### config.mk
export PLATFORM = sky130hd
export DESIGN_NAME = rcfa_ctrl
export DESIGN_NICKNAME = d
export VERILOG_FILES = /design/src/hdl/rcfa_pkg.sv /design/src/hdl/rcfa_ctrl.sv
export SDC_FILE = /design/constraint.sdc
export NUM_CORES = 1
export LEC_CHECK = 0
export BUFFER_PORTS_ARGS = -buffer_cell sky130_fd_sc_hd__clkbuf_2
export CAP_MARGIN = 20
export CORE_MARGIN = 4
export CORE_UTILIZATION = 40
export DETAILED_ROUTE_END_ITERATION = 6
export PLACE_DENSITY_LB_ADDON = 0.15
export REMOVE_ABC_BUFFERS = 1
export SKIP_CTS_REPAIR_TIMING = 1
export SLEW_MARGIN = 20
export SYNTH_ARGS = -nofsm -noshare
export SYNTH_HDL_FRONTEND = slang
export SYNTH_SLANG_ARGS = --single-unit
### constraint.sdc
create_clock -name clk -period 2.7 [get_ports clk]
set_input_delay 0.81 -clock clk [delete_from_list [all_inputs] [get_ports clk]]
set_output_delay 0.81 -clock clk [all_outputs]
set_load 0.02 [all_outputs]
### src/hdl/rcfa_pkg.sv
`default_nettype none

package rcfa_pkg;

    localparam int DIM_W       = 13;
    localparam int LEN_W       = 18;
    localparam int PIX_W       = 16;
    localparam int RADDR_W     = 16;
    localparam int POS_W       = 17;
    localparam int SCALE_W     = 11;
    localparam int PROD_W      = 2 * DIM_W;
    localparam int DIV_NUM_W   = 21;
    localparam int DIV_DEN_W   = 13;
    localparam int DIV_CNT_W   = 5;
    localparam int SUM_W       = DIV_NUM_W + 1;
    localparam int PANEL_SHIFT = 8;
    localparam int CFG_IDX_W   = 1;

    localparam logic [SCALE_W-1:0] SCALE_CAP = 11'd1024;

    typedef enum logic [1:0] {
        ST_OK         = 2'd0,
        ST_BAD_HDR    = 2'd1,
        ST_OUT_OF_SEQ = 2'd2,
        ST_OVER_CAP   = 2'd3
    } status_t;

    typedef enum logic {
        KIND_CHUNK = 1'b0,
        KIND_READ  = 1'b1
    } kind_t;

    typedef enum logic {
        CMD_PIXEL = 1'b0,
        CMD_READ  = 1'b1
    } command_t;

    typedef enum logic [CFG_IDX_W-1:0] {
        REG_PANEL_WIDTH  = 1'b0,
        REG_PANEL_HEIGHT = 1'b1
    } cfg_reg_t;

    typedef enum logic [1:0] {
        DIV_HDR = 2'd0,
        DIV_SX  = 2'd1,
        DIV_SY  = 2'd2
    } div_sel_t;

    typedef struct packed {
        logic               command;
        logic [DIM_W-1:0]   frame_width;
        logic [DIM_W-1:0]   frame_height;
        logic [DIM_W-1:0]   start_row;
        logic [LEN_W-1:0]   chunk_bytes;
        logic [PIX_W-1:0]   pixel;
        logic               last_in_chunk;
        logic [RADDR_W-1:0] read_address;
    } chunk_item_t;

    typedef struct packed {
        logic               kind;
        logic [1:0]         status;
        logic               frame_complete;
        logic [SCALE_W-1:0] fit_scale;
        logic [DIM_W-1:0]   rows_assembled;
        logic               frame_ready;
        logic [PIX_W-1:0]   read_pixel;
        logic               read_valid;
    } result_item_t;

    typedef struct packed {
        logic     latch;
        logic     stream_wr;
        logic     hdr_load;
        logic     div_start;
        div_sel_t div_sel;
        logic     judge;
        logic     clr_wr;
        logic     first_wr;
        logic     sx_save;
        logic     sy_save;
        logic     emit;
    } ctrl_cmd_t;

    typedef struct packed {
        logic in_cmd_read;
        logic in_last;
        logic lat_last;
        logic in_chunk;
        logic dim_ok;
        logic div_done;
        logic need_clear;
        logic complete_now;
        logic complete;
        logic clr_last;
        logic out_free;
    } dp_stat_t;

endpackage

`default_nettype wire

### src/hdl/rcfa_ctrl.sv
`default_nettype none

module rcfa_ctrl import rcfa_pkg::*;
(
    input  logic      clk,
    input  logic      rst_n,
    input  logic      req_valid,
    output logic      req_ready,
    input  dp_stat_t  stat,
    output ctrl_cmd_t cmd
);

    typedef enum logic [8:0] {
        S_IDLE  = 9'b000000001,
        S_HDR   = 9'b000000010,
        S_DIV   = 9'b000000100,
        S_JUDGE = 9'b000001000,
        S_CLEAR = 9'b000010000,
        S_SX    = 9'b000100000,
        S_SY    = 9'b001000000,
        S_FIRST = 9'b010000000,
        S_EMIT  = 9'b100000000
    } state_t;

    state_t state_reg;
    state_t state_next;
    logic   acc;

    assign req_ready = state_reg == S_IDLE;
    assign acc       = req_valid && req_ready;

    always_comb
    begin
        state_next = state_reg;
        cmd        = '0;
        cmd.div_sel = DIV_HDR;
        case (state_reg)
            S_IDLE:
            begin
                if (acc)
                begin
                    cmd.latch = 1'b1;
                    if (stat.in_cmd_read)
                        state_next = S_EMIT;
                    else if (stat.in_chunk)
                    begin
                        cmd.stream_wr = 1'b1;
                        state_next    = stat.in_last ? S_EMIT : S_IDLE;
                    end
                    else
                        state_next = S_HDR;
                end
            end
            S_HDR:
            begin
                cmd.hdr_load = 1'b1;
                if (stat.dim_ok)
                begin
                    cmd.div_start = 1'b1;
                    state_next    = S_DIV;
                end
                else
                    state_next = S_JUDGE;
            end
            S_DIV:
            begin
                if (stat.div_done)
                    state_next = S_JUDGE;
            end
            S_JUDGE:
            begin
                cmd.judge = 1'b1;
                if (stat.need_clear)
                    state_next = S_CLEAR;
                else if (stat.complete_now)
                begin
                    cmd.div_start = 1'b1;
                    cmd.div_sel   = DIV_SX;
                    state_next    = S_SX;
                end
                else
                    state_next = S_FIRST;
            end
            S_CLEAR:
            begin
                cmd.clr_wr = 1'b1;
                if (stat.clr_last)
                begin
                    if (stat.complete)
                    begin
                        cmd.div_start = 1'b1;
                        cmd.div_sel   = DIV_SX;
                        state_next    = S_SX;
                    end
                    else
                        state_next = S_FIRST;
                end
            end
            S_SX:
            begin
                cmd.div_sel = DIV_SX;
                if (stat.div_done)
                begin
                    cmd.sx_save   = 1'b1;
                    cmd.div_start = 1'b1;
                    cmd.div_sel   = DIV_SY;
                    state_next    = S_SY;
                end
            end
            S_SY:
            begin
                cmd.div_sel = DIV_SY;
                if (stat.div_done)
                begin
                    cmd.sy_save = 1'b1;
                    state_next  = S_FIRST;
                end
            end
            S_FIRST:
            begin
                cmd.first_wr = 1'b1;
                state_next   = stat.lat_last ? S_EMIT : S_IDLE;
            end
            S_EMIT:
            begin
                if (stat.out_free)
                begin
                    cmd.emit   = 1'b1;
                    state_next = S_IDLE;
                end
            end
            default:
            begin
                state_next = S_IDLE;
            end
        endcase
    end

    always_ff @(posedge clk or negedge rst_n)
    begin
        if (!rst_n)
            state_reg <= S_IDLE;
        else
            state_reg <= state_next;
    end

endmodule

`default_nettype wire

Yosys cells after proc, flatten, opt, wreduce, memory -nomap -nowiden
Index checks and enable logic that the tools add are counted.
{"block": "op_classes", "reduce_logical": 2, "n_mux": 36, "eq_ne": 15}
{"operator": "$mux 9", "count": 11}
{"operator": "$pmux 9 s9", "count": 1}
{"operator": "$mux 8", "count": 2}
{"operator": "$mux 3", "count": 5}
{"operator": "$mux 1", "count": 12}
{"operator": "$ne 2x2->1 const B", "count": 5}
{"operator": "$eq 9x1->1 const B", "count": 1}
{"operator": "$eq 9x2->1 const B", "count": 1}
{"operator": "$eq 9x3->1 const B", "count": 1}
{"operator": "$eq 9x4->1 const B", "count": 1}
{"operator": "$eq 9x5->1 const B", "count": 1}
{"operator": "$eq 9x6->1 const B", "count": 1}
{"operator": "$eq 9x7->1 const B", "count": 1}
{"operator": "$eq 9x8->1 const B", "count": 1}
{"operator": "$eq 9x9->1 const B", "count": 1}
{"operator": "$pmux 2 s4", "count": 1}
{"operator": "$reduce_and 6->1", "count": 1}
{"operator": "$mux 2", "count": 2}
{"operator": "$mux 4", "count": 1}
{"operator": "$pmux 1 s4", "count": 1}
{"operator": "$ne 2x1->1 const B", "count": 1}
{"operator": "$logic_and 1x1->1", "count": 1}
{"block": "totals", "ff_bits": 9, "out_inout_bits": 13, "in_bits": 14}

Longest topological paths before layout
Gate-level depths: netlist of run 1.
{"block": "depth", "depth_word": 5, "depth_mapped": 6}

Worst setup path before layout of run 1
No wires, ideal clock.
{"block": "synth_path", "kind": "register -> output", "startpoint": "reg state_reg[3]", "endpoint": "out cmd[6] (netlist name)", "path_slack_ns": -0.290, "path_buffers": 0, "path_stages_with_launch": 6, "t_arrival_ns": 2.180, "cell_sequence": "dfrtp_1 nor3_1 nand2_1 nor3_1 a32oi_1 o21ai_0"}
{"element": "from (decl)", "line": "rcfa_ctrl.sv:25", "text": "state_t state_reg;"}
{"element": "from (signal assigned)", "line": "rcfa_ctrl.sv:144", "text": "state_reg <= state_next;"}
{"element": "to (decl)", "line": "rcfa_ctrl.sv:10", "text": "output ctrl_cmd_t cmd"}

==> flow_metrics.tcl, run 1 <==
set metrics [dict create \
    status "finished with violations" \
    violations "setup timing" \
    slowest_delay_ns 0.58 \
    reg2reg_from "state_reg[6]" \
    grt_pass1_vias 756 \
    min_path_type "in -> async" \
    crit_slowest_cell "or4_4" \
    path_clk_slew_ns 0.07 \
    wl_um 2122 \
    power_density_nw_per_um2 600.2 \
    rsz0062_at_grt "true" \
    grt_pass1_wl_um 3325 \
    synthCells 98 \
    htree_levels 1 \
    die_w_um 51.29 \
    gp_congestion 0.8234 \
    critPathCaptureType "output pin" \
    slew_headroom_pct 77.45 \
    path_delay_family "simple AND/OR/NAND/NOR gates" \
    max_freq_mhz 365.7 \
    grt_usage_pct 16.92 \
    worstPathRequired_ns 1.89 \
    fin_nets 148 \
    cts_tree "built" \
    synth_most_common_cell "nor2_1" \
    synthAdderAreaFrac_pct 0 \
    max-clock-path-buffers 2 \
    synth-simple-area-share_pct 38.40 \
    start_util_pct 42.94 \
    ys_warn_count 0 \
    post-synth-top-area-cell "dfrtp_1" \
    io_buffers 26 \
    ys_types 33 \
    largest_register_ffs 9 \
    grt_max_degree 13 \
    hold_ws_ns 0.3929 \
    drive_above_1_share_pct 39.85 \
    antenna_found_initial 0 \
    diodes 0 \
    detail_route.wl_per_cell_um 13.43 \
    ys_seq_elements 9 \
    ir_drop_mv 0.3901 \
    drt_iter0_markers 23 \
    io_pins 27 \
    r2r_end "state_reg[2]" \
    start_kind "register" \
    post-route-period-util_pct 101.3 \
    synth_compound_area_share_pct 19.20 \
    crit_buf_inv 1 \
    rows 15 \
    die_height_um 51.29 \
    cp_max_fo 4 \
    pre_cts_ws_ns 0.1546 \
    cts.sinks 9 \
    vias 862 \
    reg2regPathDepth 5 \
    ant_nets 0 \
    setup_viol 2 \
    dieArea_um2 2630 \
    synthXorXnorAreaFrac_pct 3.506 \
    hold_viol 0 \
    layout_setup_ws_ns -0.03431 \
    finClkSkew_ns 0.003741 \
    syn2layout_area_growth_pct 38.23 \
    overflow 0 \
    clock_latency_ns 0.27 \
    numCtsBuffers 3 \
    synthTopCellsByCount "12 x nor2_1, 8 x dfrtp_1, 8 x nand2_1" \
    leakagePower_uw 0.0005460 \
    via_per_inst 5.456 \
    cp.arrival_ns 1.92 \
    cap_violations 0 \
    tightest_slew_ns 0.3351 \
    dp_hpwl_um 1624 \
    drc 0 \
    coreArea_um2 1745 \
    synth_top_family_by_area "simple AND/OR/NAND/NOR gates" \
    yosysSeqAreaShare_pct 30.22 \
    synth_area_leaders "dfrtp_1 27%, nor2_1 6.0%, nor4_1 5.0%" \
    syn_area_um2 749.5 \
    maxSlewViolCount 0 \
    path_cells "or4_4, nor3_4, and3_1, nand2_1, nand3_1, buf_6" \
    synth.avg_cell_area_um2 7.648 \
    nFillCells 168 \
    synth-main-ff-cell "dfrtp_1" \
    synth_top_cell_area_share_pct 26.71 \
    muxShareOfSynthArea_pct 2.671 \
    rrSetupSlack_ns 0.64 \
    first_pass_iters 4 \
    synth_edf_count 0 \
    synthArstFlopShare_pct 100.0 \
    cts_root_buf "clkbuf_4" \
    finalCriticalPeriod_ns 2.734 \
    critPathKind "reg -> out" \
]
## per-layer routing
layer / wire length, um / vias to the layer above / track usage, % / part of all wire (%)
met5: 0 / - / 0 / 0
met4: 15 / 0 / 3.930 / 0.71
met3: 140 / 2 / 5.539 / 6.6
met2: 1030 / 25 / 26.18 / 49
met1: 935 / 403 / 22.80 / 44
li1: - / 432 / - / -
## stage by stage
stage / power [uW] / TNS (ns) / util (%) / cells / cell area, um2
finish: 621.8 / -0.05085 / 59.35 / 158 / 1036
global route: 667.7 / -0.3151 / 59.35 / 158 / 1036
CTS: 573.4 / -0.2647 / 55.27 / 155 / 964.7
detailed placement: 464.2 / 0 / 53.69 / 151 / 937.1
global placement: 458.7 / 0 / 53.69 / 151 / 937.1
floorplan: 370.8 / -0.5383 / - / 93 / 723.2
## power breakdown
| group | switching [uW] | leakage [uW] | internal (uW) |
|---|---|---|---|
| sequential | 28.2 | 0.000121 | 157 |
| clock | 53.8 | 0.0000177 | 54.8 |
| combinational | 183 | 0.000407 | 145 |
## how the worst max path moves through the flow
stage                 startpoint     end  slack (ns)  cells past startpoint
floorplan           state_reg[3]  cmd[6]       -0.29                      5
global placement    state_reg[4]  cmd[6]        0.18                      6
detailed placement  state_reg[4]  cmd[6]        0.15                      6
CTS                 state_reg[4]  cmd[6]       -0.14                      6
global route        state_reg[6]  cmd[8]       -0.13                      6
finish              state_reg[6]  cmd[8]       -0.03                      6
## area by class of cell
type / count / area [um2] / share of cell area [%]
clock buffer: 3 / 22.52 / 2.174
timing repair buffer: 36 / 216.5 / 20.89
tap: 25 / 31.28 / 3.019
clock inverter: 1 / 5.005 / 0.4831
sequential: 9 / 226.5 / 21.86
multi-input combinational: 79 / 515.5 / 49.76
inverter: 5 / 18.77 / 1.812
## cells in the final DEF (no fill, tap or decap), drive strengths merged, types with 2 or more instances in the layout
master,Yosys,layout
a32oi,2,2
nor3b,2,2
a21oi,5,5
inv,5,5
mux2i,2,2
a22o,2,2
and3,3,3
nand2b,3,3
o32ai,2,2
nand3,3,3
xnor2,2,2
nor2,12,12
o21ai,5,5
nor4,6,6
nand2,8,8
dfrtp,8,8
buf,1,13
nor3,7,7
nor2b,4,4
clkbuf,4,26
## cell families after synthesis
| logic type | Yosys count |
|---|---|
| xor+xnor | 3 |
| compound gates | 21 |
| simple gates | 53 |
| flops | 9 |
| mux | 2 |
| buf+inv | 10 |
Note: power is estimated with default switching activity, not from simulation.
==> inputs of run 2 (changes only) <==
--- a/config.mk
+++ b/config.mk
@@ -15,3 +15,3 @@
 export SKIP_CTS_REPAIR_TIMING = 1
-export SLEW_MARGIN = 20
+export SLEW_MARGIN = 25
 export SYNTH_ARGS = -nofsm -noshare
==> constraint.sdc (replaced) <==
create_clock -name clk -period 2.7 [get_ports clk]
set_input_delay 0.135 -clock clk [delete_from_list [all_inputs] [get_ports clk]]
set_output_delay 0.135 -clock clk [all_outputs]
set_load 0.02 [all_outputs]
==> flow_metrics.tcl, run 2 (synthesis results as in run 1) <==
set metrics [dict create \
    largest_register_ffs 9 \
    gp_congestion 0.9124 \
    detail_route.wl_per_cell_um 13.56 \
    start_util_pct 42.94 \
    layout_setup_ws_ns 0.3753 \
    critPathCaptureType "output pin" \
    nFillCells 182 \
    coreArea_um2 1745 \
    vias 833 \
    io_buffers 26 \
    overflow 0 \
    tns_ns 0 \
    leakagePower_uw 0.0004973 \
    cts_tree "built" \
    worstPathRequired_ns 2.57 \
    htree_levels 1 \
    via_per_inst 5.480 \
    final_common_cell "clkbuf_2" \
    use_met1_pct 21.75 \
    start_kind "register" \
    grt_usage_pct 16.94 \
    cp.arrival_ns 2.19 \
    busiest_layer "met2" \
    layout_common_cells "26 x clkbuf_2, 12 x nor2_1, 8 x nand2_1, 8 x dfrtp_1, 7 x nor3_1" \
    numCtsBuffers 3 \
    grt_pass1_wl_um 3387 \
    setup_viol 0 \
    status "finished clean" \
    tightest_slew_ns 0.3702 \
    cp_max_fo 10 \
    max-clock-path-buffers 2 \
    grt_use_met2_pct 28.54 \
    finClkSkew_ns 0.001287 \
    antenna_found_initial 0 \
    cts.sinks 9 \
    dp_hpwl_um 1667 \
    clock_latency_ns 0.27 \
    die_w_um 51.29 \
    slew_headroom_pct 75.32 \
    drc 0 \
    die_height_um 51.29 \
    grt_pass1_vias 785 \
    cap_violations 0 \
    hold_viol 0 \
    rows 15 \
    rsz0062_at_grt "false" \
    cts_root_buf "clkbuf_4" \
    power_density_nw_per_um2 603.7 \
    min_path_type "in -> reg" \
    diodes 0 \
    drt_iter0_markers 13 \
    grt_max_degree 13 \
    maxSlewViolCount 0 \
    syn2layout_area_growth_pct 25.88 \
    final_util_pct 54.05 \
    post-route-period-util_pct 86.10 \
    io_pins 27 \
    critPathKind "reg -> out" \
    first_pass_iters 4 \
    wl_um 2061 \
    dieArea_um2 2630 \
    finalCriticalPeriod_ns 2.325 \
    max_freq_mhz 430.2 \
    pre_cts_ws_ns 0.5630 \
    ant_nets 0 \
    path_clk_slew_ns 0.06 \
    fin_nets 142 \
    drive_above_1_share_pct 30.71 \
    ir_drop_mv 0.4268 \
    met3_usage_pct 2.332 \
]
run 2: cell types whose count changed in the layout (fill, tap and decap cells not counted), sizes merged:
cell	delta
buf	-10
clkbuf	+4
clkinv	-1
dlygate4sd3	+1
run 2: path summary, 6_finish.rpt:
check / start / end / slack (ns) / depth (start not counted)
max reg2reg: state_reg[4] / state_reg[8] / 0.56 / 5
max in group asynchronous: rst_n / state_reg[0] / 2.19 / 2
min in group asynchronous: rst_n / state_reg[8] / 0.25 / 2
max: state_reg[4] / cmd[6] / 0.38 / 6
min reg2reg: state_reg[6] / state_reg[8] / 0.73 / 4
min: stat[10] / state_reg[1] / 0.05 / 2
run 2: critical path, cell delays in order (launching register included):
cell and delay (ns):
dfrtp_1 0.48, or4_4 0.59, nor3_1 0.17, and3_1 0.26, a32oi_1 0.11, o21ai_0 0.11
clkbuf_2 0.19
run 2: layout make-up:
class                           count  area (um2)  share of cell area (%)
Tap cell                           25       31.28                   3.316
Timing Repair Buffer               30       162.7                   17.24
Clock buffer                        4       26.28                   2.785
Inverter                            5       18.77                   1.989
Multi-Input combinational cell     79       478.0                   50.66
Sequential cell                     9       226.5                   24.01
run 2: layer usage:
metal	share of wire (%)	up-vias
li1	-	417
met1	45	387
met2	48	24
met3	4.9	5
met4	1.8	0
met5	0	-
run 2: power by group:
| part | internal, uW | switching, uW | leakage (uW) |
|---|---|---|---|
| logic | 113 | 165 | 0.000361 |
| clock network | 57.2 | 51.2 | 0.0000150 |
| registers | 157 | 26.3 | 0.000121 |
run 2: metrics by stage:
stage | instances | total power [uW] | instance area [um2] | hold WS, ns
after global routing | 152 | 609.4 | 943.4 | 0.06461
after detailed placement | 147 | 460.3 | 907.1 | 0.007317
final | 152 | 569.5 | 943.4 | 0.05059
after floorplan | 93 | 370.8 | 723.2 | -0.1606
after CTS | 151 | 567.6 | 933.4 | -0.2736
after global placement | 147 | 461.2 | 907.1 | 0.004248
==> inputs of run 3 (changes only) <==
GPL_ROUTABILITY_DRIVEN = 0   (was not set)
GPL_TIMING_DRIVEN = 0   (was not set)
==> flow_metrics.tcl, run 3 (synthesis results as in run 1) <==
set metrics [dict create \
    maxSlewViolCount 0 \
    max_freq_mhz 413.3 \
    syn2layout_area_growth_pct 23.71 \
    antenna_found_initial 0 \
    power_density_nw_per_um2 603.7 \
    drive_above_1_share_pct 30.65 \
    critPathCaptureType "output pin" \
    dp_hpwl_um 1551 \
    rsz0062_at_grt "false" \
    status "finished clean" \
    leakagePower_uw 0.0004853 \
    first_pass_iters 4 \
    clock_latency_ns 0.27 \
    total_power_uw 559.8 \
    setup_viol 0 \
    detail_route.wl_per_cell_um 13.02 \
    tightest_slew_ns 0.5994 \
    numCtsBuffers 3 \
    slew_headroom_pct 59.67 \
    diodes 0 \
    grt_pass1_wl_um 3263 \
    finClkSkew_ns 0.005842 \
    cp_max_fo 10 \
    p_sw_uw 241.7 \
    io_buffers 26 \
    cap_violations 0 \
    grt_pass1_vias 754 \
    clkPwrFrac_pct 19.4 \
    cts.sinks 9 \
    max-clock-path-buffers 2 \
    cp.arrival_ns 2.28 \
    wl_um 1940 \
    worstPathRequired_ns 2.57 \
    overflow 0 \
    post-route-period-util_pct 89.62 \
    start_kind "register" \
    fin_nets 139 \
    via_per_inst 5.503 \
    cts_root_buf "clkbuf_4" \
    dieArea_um2 2630 \
    seqPwrFrac_pct 33.0 \
    io_pins 27 \
    ant_nets 0 \
    largest_register_ffs 9 \
    critPathKind "reg -> out" \
    tns_ns 0 \
    intPower_uw 318.1 \
    final_common_cell "clkbuf_2" \
    drc 0 \
    ir_drop_mv 0.4185 \
    coreArea_um2 1745 \
    grt_max_degree 14 \
    start_util_pct 42.94 \
    drt_iter0_markers 9 \
    die_height_um 51.29 \
    pwr-share-comb_pct 47.6 \
    htree_levels 1 \
    die_w_um 51.29 \
    min_path_type "in -> reg" \
    cts_tree "built" \
    vias 820 \
    rows 15 \
    netSwitchingFraction_pct 43.17 \
    finalCriticalPeriod_ns 2.420 \
    layout_common_cells "26 x clkbuf_2, 12 x nor2_1, 8 x nand2_1, 8 x dfrtp_1" \
    path_clk_slew_ns 0.06 \
    grt_usage_pct 16.34 \
    hold_viol 0 \
]
run 3: power by group through the flow:
| stage | sequential (uW) | clock, uW | combinational (uW) |
|---|---|---|---|
| finish | 185 | 109 | 266 |
| global route | 189 | 122 | 296 |
| CTS | 182 | 114 | 264 |
| detailed placement | 184 | 0 | 264 |
| global placement | 183 | 0 | 261 |
| floorplan | 178 | 0 | 193 |
run 3: through the flow:
| step | std cells | utilization, % | hold WS [ns] | cell area, um2 | worst slack, ns |
|---|---|---|---|---|---|
| finish | 149 | 53.12 | 0.06749 | 927.1 | 0.2803 |
| global route | 149 | 53.12 | 0.06351 | 927.1 | 0.1346 |
| CTS | 148 | 52.26 | -0.2811 | 912.1 | 0.1391 |
| detailed placement | 144 | 50.68 | 0.01293 | 884.6 | 0.3075 |
| global placement | 144 | 50.68 | 0.01152 | 884.6 | 0.2858 |
| floorplan | 93 | - | -0.1606 | 723.2 | 0.3852 |
run 3: area by class of cell:
type	count	area [um2]
Tap cell	25	31.28
Inverter	5	18.77
Sequential cell	9	226.5
Timing Repair Buffer	27	140.1
Clock buffer	3	22.52
Multi-Input combinational cell	79	483.0
Clock inverter	1	5.005
Fill cell	192	818.3
run 3: routing by layer:
metal | routed length [um] | track usage, % | up-vias
li1 | - | - | 413
met1 | 835 | 20.00 | 380
met2 | 966 | 28.54 | 25
met3 | 129 | 5.831 | 2
met4 | 9 | 1.310 | 0
met5 | 0 | 0 | -
run 3: worst paths after layout:
check                                  start      endpoint  slack (ns)  cells after the start
worst max-delay path            state_reg[4]        cmd[6]        0.28                      6
worst max register to register  state_reg[4]  state_reg[2]        0.48                      5
max in group asynchronous              rst_n  state_reg[0]        2.17                      2
min in group asynchronous              rst_n  state_reg[5]        0.26                      2
worst min register to register  state_reg[1]  state_reg[8]        0.71                      3
worst min-delay path                stat[10]  state_reg[1]        0.07                      2
run 3: worst max-delay path, cell delays in order, from the launching register on:
cell and delay (ns):
dfrtp_1 0.50, or4_4 0.61, nor3_1 0.22, and3_1 0.28, a32oi_1 0.12, o21ai_0 0.10
clkbuf_2 0.19
